<file path="src/sv/ism_pkg.sv">
package ism_pkg;

	// Store geometry
	localparam int STORE_DEPTH = 1048576;
	localparam int ADDR_W      = $clog2(STORE_DEPTH);

	// Field widths
	localparam int MODE_W     = 2;
	localparam int POS_W      = 20;
	localparam int CHAR_W     = 8;
	localparam int OCC_W      = 16;
	localparam int STAT_W     = 3;
	localparam int CNT_W      = 32;
	localparam int CFG_IDX_W  = 2;
	localparam int CFG_DATA_W = 16;

	typedef logic [CHAR_W-1:0] char_t;
	typedef logic [3:0]        mask_t;
	typedef logic [ADDR_W-1:0] addr_t;

	// Item modes
	localparam logic [MODE_W-1:0] MODE_LOAD = 2'd0;
	localparam logic [MODE_W-1:0] MODE_SNP  = 2'd1;
	localparam logic [MODE_W-1:0] MODE_READ = 2'd2;

	// Result status codes
	localparam logic [STAT_W-1:0] STAT_LOADED   = 3'd0;
	localparam logic [STAT_W-1:0] STAT_READ     = 3'd1;
	localparam logic [STAT_W-1:0] STAT_MERGED   = 3'd2;
	localparam logic [STAT_W-1:0] STAT_LOW      = 3'd3;
	localparam logic [STAT_W-1:0] STAT_REPLACED = 3'd4;

	// Configuration register indexes
	localparam logic [CFG_IDX_W-1:0] CFG_MIN_ON  = 2'd0;
	localparam logic [CFG_IDX_W-1:0] CFG_MIN_OCC = 2'd1;
	localparam logic [CFG_IDX_W-1:0] CFG_MAX_ON  = 2'd2;
	localparam logic [CFG_IDX_W-1:0] CFG_MAX_OCC = 2'd3;

	// A/C/G/T membership (A=8, C=4, G=2, T=1) for letters A..Z
	localparam mask_t LETTER_MASK [26] = '{
		4'd8, 4'd7, 4'd4, 4'd11, 4'd0, 4'd0, 4'd2, 4'd13, 4'd0, 4'd0, 4'd3, 4'd0, 4'd12,
		4'd15, 4'd0, 4'd0, 4'd0, 4'd10, 4'd6, 4'd1, 4'd0, 4'd14, 4'd9, 4'd0, 4'd5, 4'd0
	};

	// Uppercase IUPAC letter for each nonempty membership mask; $ for mask 0
	localparam char_t MASK_LETTER [16] = '{
		"$", "T", "G", "K", "C", "Y", "S", "B",
		"A", "W", "R", "D", "M", "H", "V", "N"
	};

	// Commands from controller to datapath
	typedef struct packed {
		logic capture;  // latch item, start store read
		logic commit;   // write back, update counters, load result
	} ism_cmd_t;

	// Membership mask of one character, either case
	function automatic mask_t char_mask(input char_t c);
		char_t u;
		mask_t m;
		u = (c >= "a" && c <= "z") ? char_t'(c - 8'd32) : c;
		m = '0;
		if (u >= "A" && u <= "Z") begin
			m = LETTER_MASK[5'(u - "A")];
		end
		return m;
	endfunction

	// Store address of a genome position
	function automatic addr_t store_addr(input logic [POS_W-1:0] p);
		return ADDR_W'(32'(p) % STORE_DEPTH);
	endfunction

endpackage

</file>
<file path="src/sv/ism_ctrl.sv">
module ism_ctrl import ism_pkg::*; (
	input  logic     clk,
	input  logic     arst_n,
	input  logic     in_valid,
	output logic     in_ready,
	output logic     out_valid,
	input  logic     out_ready,
	output ism_cmd_t cmd
);

	typedef enum logic [1:0] {
		ST_IDLE  = 2'b01,
		ST_MERGE = 2'b10
	} state_t;

	state_t state_q;
	state_t state_d;
	logic   out_valid_q;

	// Handshake and commands
	assign in_ready    = (state_q == ST_IDLE);
	assign cmd.capture = in_valid && in_ready;
	assign cmd.commit  = (state_q == ST_MERGE) && (!out_valid_q || out_ready);
	assign out_valid   = out_valid_q;

	// Next state
	always_comb begin
		state_d = state_q;
		case (state_q)
			ST_IDLE: begin
				if (cmd.capture) state_d = ST_MERGE;
			end
			ST_MERGE: begin
				if (cmd.commit) state_d = ST_IDLE;
			end
			default: state_d = ST_IDLE;
		endcase
	end

	always_ff @(posedge clk or negedge arst_n) begin
		if (!arst_n) begin
			state_q <= ST_IDLE;
		end else begin
			state_q <= state_d;
		end
	end

	// Result slot: filled on commit, emptied when taken
	always_ff @(posedge clk or negedge arst_n) begin
		if (!arst_n) begin
			out_valid_q <= 1'b0;
		end else if (cmd.commit) begin
			out_valid_q <= 1'b1;
		end else if (out_ready) begin
			out_valid_q <= 1'b0;
		end
	end

endmodule

</file>
<file path="config.mk">
export PLATFORM = sky130hd
export DESIGN_NAME = ism_ctrl
export DESIGN_NICKNAME = d
export VERILOG_FILES = /design/src/sv/ism_pkg.sv /design/src/sv/ism_ctrl.sv
export SDC_FILE = /design/constraint.sdc
export NUM_CORES = 1
export LEC_CHECK = 0
export BUFFER_PORTS_ARGS = -buffer_cell sky130_fd_sc_hd__buf_4
export CAP_MARGIN = 15
export CORE_AREA = 3 3 40 42
export CTS_CLUSTER_DIAMETER = 120
export CTS_CLUSTER_SIZE = 10
export DETAILED_ROUTE_END_ITERATION = 8
export DIE_AREA = 0 0 43 45
export SLEW_MARGIN = 20
export SYNTH_ARGS = -nofsm -noshare
export SYNTH_HDL_FRONTEND = slang
export SYNTH_SLANG_ARGS = --single-unit
</file>
<file path="constraint.sdc">
create_clock -name clk -period 1 [get_ports clk]
set_input_delay 0.1 -clock clk [delete_from_list [all_inputs] [get_ports clk]]
set_output_delay 0.1 -clock clk [all_outputs]
set_load 0.02 [all_outputs]
</file>
==> results of run 1 <==
==> state kept, by name, indices dropped and copies added, names as in the netlist <==
name and flops:
state_q 2, out_valid 1
==> routing by layer <==
layer  wire length (um)  part of all wire [%]  vias to the layer above
li1                   -                     -                       63
met4                 11                   2.8                        0
met3                 73                    18                        2
met1                184                    47                       61
met5                  0                     0                        -
met2                125                    32                       11
==> power by group through the flow <==
stage	Combinational [W]	Clock, W	Sequential (W)
after detailed placement	0.000108	0	0.000151
final	0.000134	0.000217	0.000156
after CTS	0.000131	0.000225	0.000153
after global placement	0.000104	0	0.000150
after global routing	0.000143	0.000248	0.000158
after floorplan	0.0000528	0	0.000156
==> layout by cell type (no fill, tap or decap) <==
cell type      synthesis  layout
buf_6                  0       3
and3b_2                0       1
dfstp_2                1       1
o21bai_1               1       1
dlygate4sd3_1          0       1
nand2b_4               0       2
nand2_1                1       1
buf_4                  0       5
a2bb2oi_1              1       1
dfrtp_1                2       2
clkbuf_1               0       1
clkbuf_4               0       3
nor2b_2                0       2
==> worst max-delay path, stage by stage (launching register included) <==
cell and delay, ns:
dfstp_2 0.52, nor2b_2 0.18, buf_6 0.14
==> how the worst max path moves through the flow <==
stage	endpoint	slack (ns)	cells past startpoint
detailed placement	cmd[0]	-0.01	3
finish	in_ready	-0.18	2
CTS	cmd[1]	-0.19	2
floorplan	state_q[1]$_DFFE_PN0P_	0.01	2
global placement	cmd[0]	0.006	3
global route	in_ready	-0.24	2
==> per-stage QoR <==
step | total power (W) | hold WS, ns | instance area [um^2]
2_1_floorplan | 0.0002086 | -0.1956 | 135.1
3_3_place_gp | 0.0002547 | -0.1082 | 206.4
3_5_place_dp | 0.0002588 | -0.1066 | 206.4
4_1_cts | 0.0005087 | 0.008776 | 269.0
5_1_grt | 0.0005497 | 0.0007712 | 277.8
6_report | 0.0005067 | 0.01288 | 277.8
==> timing repair <==
| action | in CTS | in global routing |
|---|---|---|
| hold buffers | 1 | 0 |
| pin swaps | 0 | 0 |
| endpoints found under the setup margin | 3 | 4 |
| resized for setup | 4 | 2 |
| endpoints found under the hold margin | 3 | 0 |
| setup buffers | 1 | 0 |
==> cell type report <==
cell class | instances | area (um^2)
Fill cell | 147 | 1007
Sequential cell | 3 | 76.32
Clock buffer | 4 | 26.28
Tap cell | 15 | 18.77
Timing Repair Buffer | 9 | 81.33
Multi-Input combinational cell | 8 | 75.07
==> cell families (layout without fill, tap and decap cells) <==
family | count (synthesis) | in the layout | share of synthesized area [%]
AND/OR/NAND/NOR | 6 | 6 | 28.84
flip-flops | 3 | 3 | 58.66
AO/OA/AOI/OAI | 2 | 2 | 12.50
buffers and inverters | 0 | 13 | 0
==> out/metrics.csv, run 1 <==
stage,metric,value,unit
timing,period utilization,117.7,%
worst_setup_path,Worst Path Arrival,1.08,ns
yosys,cell taking the most area after synthesis,dfrtp_1,
die,Chip Width,43,um
yosys,post-synthesis instance total,11,
power,Combinational Power Share,26.4,%
timing,Worst Max-Slew Pin Slew,0.1626,ns
grt,vias in the first global route,164,
placement,cell total after placement,33,
grt,GRT met1 Usage,7.264,%
clocking,H-tree levels,1,
outcome,failing checks,setup timing,
yosys,"Avg Cell Area, Syn",11.83,um^2
placement,Post-Place Worst Slack,-0.01309,ns
detailed_routing,DR vias,137,
detailed_routing,via/cell ratio,3.513,
worst_setup_path,R2R setup slack,-0.01,ns
final_layout,Non-Filler Instances,39,
placement,input/output buffers,7,
grt,Overflow after GRT,0,
timing,Max Clock Freq,0.8499,GHz
detailed_routing,Residual DRC,0,
hold_path,Min-Delay Path Class,in -> reg,
die,Die Footprint,1935,um^2
clocking,clock latency at the later pin of the worst-skew pair,0.24,ns
die,num rows,13,
grt,met2 GRT Util,5.988,%
clocking,Max Buffers Root-to-Sink,2,
timing,Slew headroom,89.16,%
worst_setup_path,kind of critical path,reg -> out,
yosys,ys async rst share,100.0,%
final_layout,Final #Nets,29,
clocking,clock tree from TritonCTS,done,
yosys,sequential area share after synthesis,58.65,%
yosys,Syn Nets,15,
placement,GPL Wtd Cong,0.6904,
detailed_routing,drt first pass iters,2,
yosys,ys flop type,dfrtp_1,
final_layout,synth-to-layout area growth,113.5,%
timing,final setup fails,4,
timing,post-layout worst setup margin,-0.1767,ns
power,Net Sw Power,0.0001415,W
yosys,largest cells by area after synthesis,"dfrtp_1 (38%), dfstp_2 (20%), nand2b_1 (9.6%), nor2b_1 (9.6%), a2bb2oi_1 (6.7%)",
timing,Final Slew Violations,0,
worst_setup_path,Worst Setup End Kind,output port,
die,Core ar.,1285,um^2
worst_setup_path,RR Startpoint,state_q[0]$_DFFE_PN1P_,
yosys,Synth Register Bits,3,
run,# Max-Cap Violations,0,
power,part of the power in the clock network,42.9,%
timing,Final Hold Viols,0,
final_layout,share of cells above drive strength 1,70.83,%
clocking,clk sinks,3,
power,internal power,0.0003652,W
grt,largest net degree at the start of global routing,5,
clocking,CTS Root Buffer Type,clkbuf_4,
detailed_routing,DR iter-0 viols,3,
yosys,"EDFF count, synth",0,
clocking,"Clk pin slew, worst setup/hold paths",0.04,ns
clocking,number of buffers created by CTS,3,
timing,Tmin final,1.177,ns
yosys,Yosys warnings,0,
grt,GR peak layer,met1,
worst_setup_path,Worst Reg-to-Reg Cells,3,
final_layout,Finished Core Util,21.62,%
detailed_routing,drt total wl,395,um
grt,initial antenna violation count,0,
detailed_routing,drt wl/cell,10.13,um
worst_setup_path,Critical R2R Capture,state_q[0]$_DFFE_PN1P_,
hold_path,Min-Delay Endpoint,state_q[0]$_DFFE_PN1P_,
yosys,most frequent cells after synthesis,"dfrtp_1 (2), nand2b_1 (2), nor2b_1 (2)",
final_layout,n_diodes,0,
grt,met3 Resource Use GR,6.375,%
die,IO Count,8,
yosys,count of cell types in the netlist,8,
power,pwr dens,1824,nW/um^2
worst_setup_path,CP Launch Type,register,
detailed_routing,Final ANT Viol Nets,0,
timing,clock skew,0.002780,ns
power,Pleak,0.1382,nW
timing,unrepaired setup endpoints after global routing,true,
hold_path,hold path cells,2,
hold_path,min-delay src,in_valid,
power,Seq pwr share,30.7,%
yosys,top cell type's share of synthesized area,38.46,%
die,Die H,45,um
power,worst vdd ir,564.0,uV
worst_setup_path,worst-path maximum fanout,3,
power,sw frac,27.93,%
grt,GRT Resource Usage Total,6.255,%
worst_setup_path,CP startpoint,state_q[0]$_DFFE_PN1P_,
timing,TNS Setup,-0.5180,ns
worst_setup_path,WP data required,0.90,ns
yosys,Mapped Area,130.1,um^2
outcome,outcome,"finished, violations left",
die,Initial Util,10.13,%
grt,first-pass GRT wire length,765,um
Power figures use the tool's default switching activity.
==> run 2, diff against run 1 <==
--- a/config.mk
+++ b/config.mk
@@ -12,6 +12,7 @@
 export CTS_CLUSTER_SIZE = 10
 export DETAILED_ROUTE_END_ITERATION = 8
 export DIE_AREA = 0 0 43 45
+export SETUP_SLACK_MARGIN = 0.1
 export SLEW_MARGIN = 20
 export SYNTH_ARGS = -nofsm -noshare
 export SYNTH_HDL_FRONTEND = slang
==> out/metrics.csv, run 2 (same netlist as run 1, synthesis figures left out) <==
stage,metric,value,unit
final_layout,Finished Cell Area,321.6,um^2
worst_setup_path,CP bufs+invs,1,
worst_setup_path,"Critical Path, Cell by Cell","and3b_2, buf_6",
timing,clock skew,0.002086,ns
grt,first-pass GRT wire length,800,um
placement,input/output buffers,7,
detailed_routing,drt first pass iters,2,
detailed_routing,WL met3,40,um
power,Total Power,0.0005417,W
power,pwr dens,1685,nW/um^2
timing,Worst Max-Slew Pin Slew,0.1461,ns
final_layout,Largest register FFs,2,
worst_setup_path,"Slowest-stage cell, CP",dfstp_2,
die,Chip Width,43,um
run,# Max-Cap Violations,0,
grt,GRT Resource Usage Total,6.172,%
final_layout,Final #Nets,31,
grt,largest net degree at the start of global routing,5,
clocking,"Clk pin slew, worst setup/hold paths",0.04,ns
hold_path,Min-Delay Path Class,in -> reg,
outcome,outcome,"finished, violations left",
detailed_routing,drt wl/cell,10.61,um
final_layout,synth-to-layout area growth,147.1,%
timing,period utilization,117.8,%
detailed_routing,Residual DRC,0,
clocking,clock tree from TritonCTS,done,
final_layout,share of cells above drive strength 1,80.77,%
placement,post-DP HPWL,255.5,um
detailed_routing,Final ANT Viol Nets,0,
grt,vias in the first global route,182,
detailed_routing,via/cell ratio,3.488,
detailed_routing,DR iter-0 viols,2,
timing,Final Hold Viols,0,
timing,final setup fails,3,
worst_setup_path,WP data required,0.90,ns
die,Core ar.,1285,um^2
final_layout,"most common cell after layout, fill and taps aside",buf_6,
die,Die H,45,um
worst_setup_path,Worst Path Arrival,1.08,ns
die,num rows,13,
final_layout,"commonest cells after routing, fill and taps aside","buf_6 (6), clkbuf_4 (3), buf_4 (3), nand2b_4 (2), dlygate4sd3_1 (2)",
timing,Final Slew Violations,0,
die,Die Footprint,1935,um^2
grt,initial antenna violation count,0,
timing,TNS Setup,-0.4936,ns
worst_setup_path,kind of critical path,reg -> out,
detailed_routing,wl on met1,213,um
die,IO Count,8,
final_layout,n_diodes,0,
clocking,clk sinks,3,
detailed_routing,drt total wl,435,um
final_layout,filler cell count,143,
power,Pleak,0.1562,nW
detailed_routing,top sig layer,met3,
worst_setup_path,CP Launch Type,register,
worst_setup_path,Worst path top cell family by delay,flip-flops,
timing,Max Clock Freq,0.8489,GHz
grt,Overflow after GRT,0,
worst_setup_path,Worst Setup End Kind,output port,
clocking,H-tree levels,1,
timing,unrepaired setup endpoints after global routing,true,
clocking,clock latency at the later pin of the worst-skew pair,0.23,ns
detailed_routing,DR WL met2,180,um
outcome,failing checks,setup timing,
detailed_routing,DR vias,143,
timing,Slew headroom,90.26,%
worst_setup_path,max incr delay on CP,0.53,ns
timing,post-layout worst setup margin,-0.1779,ns
placement,GPL Wtd Cong,0.7078,
final_layout,Finished Core Util,25.02,%
timing,Tmin final,1.178,ns
die,Initial Util,10.13,%
placement,Placed Area,212.7,um^2
power,worst vdd ir,587.4,uV
clocking,CTS Root Buffer Type,clkbuf_4,
worst_setup_path,worst-path maximum fanout,3,
clocking,number of buffers created by CTS,3,
final_layout,Biggest register,state_q,
clocking,Max Buffers Root-to-Sink,2,
[run 2: cell count changes in the layout (fill, tap and decap cells not counted), sizes merged]
cell	delta
buf	+1
dlygate4sd3	+1
[run 2: path summary, 6_finish.rpt]
path	startpoint	end	slack, ns	cells after the start
min in group asynchronous	arst_n	state_q[1]$_DFFE_PN0P_	0.20	2
worst max register to register	state_q[0]$_DFFE_PN1P_	state_q[0]$_DFFE_PN1P_	0.04	3
worst max-delay path	state_q[0]$_DFFE_PN1P_	cmd[1]	-0.18	2
worst min-delay path	out_ready	out_valid$_DFFE_PN0P_	0.17	3
worst min register to register	out_valid$_DFFE_PN0P_	out_valid$_DFFE_PN0P_	0.58	2
max in group asynchronous	arst_n	state_q[0]$_DFFE_PN1P_	0.61	2
[run 2: stage by stage]
step	setup slack (ns)	hold WS (ns)	cells
5_1_grt	-0.2219	0.1848	41
4_1_cts	-0.1852	0.1980	41
3_5_place_dp	-0.01759	-0.1063	33
3_3_place_gp	0.002711	-0.1082	33
6_report	-0.1779	0.1721	41
2_1_floorplan	0.05919	-0.1956	11
[run 2: layer usage]
layer	GRT usage, %	vias up
met3	4.781	0
li1	-	66
met2	8.084	8
met1	7.022	69
met4	3.614	0
met5	0	-
[run 2: timing repair]
action / 4_1_cts / 5_1_grt
pin swaps: 0 / 1
setup buffers: 2 / 2
endpoints found under the setup margin: 6 / 6
endpoints found under the hold margin: 4 / 0
hold buffers: 2 / 0
gates resized for setup: 7 / 5
[run 2: area by class of cell]
type / instances / area (um^2) / share of cell area (%)
Tap cell: 15 / 18.77 / 5.837
Clock buffer: 4 / 26.28 / 8.171
Timing Repair Buffer: 11 / 110.1 / 34.24
Sequential cell: 3 / 77.57 / 24.12
Multi-Input combinational cell: 8 / 88.84 / 27.63
[run 2: tightest hold or removal path: cells and delay by family]
family	cells	cell delay, ns
and+or+nand+nor	2	0.19
buffers and inverters	1	0.08
[run 2: power breakdown]
group	switching [W]	leakage (nW)	internal, W
clock	0.0000609	0.0150	0.000149
combinational	0.0000675	0.106	0.000103
sequential	0.0000192	0.0354	0.000142
total	0.000148	0.156	0.000394
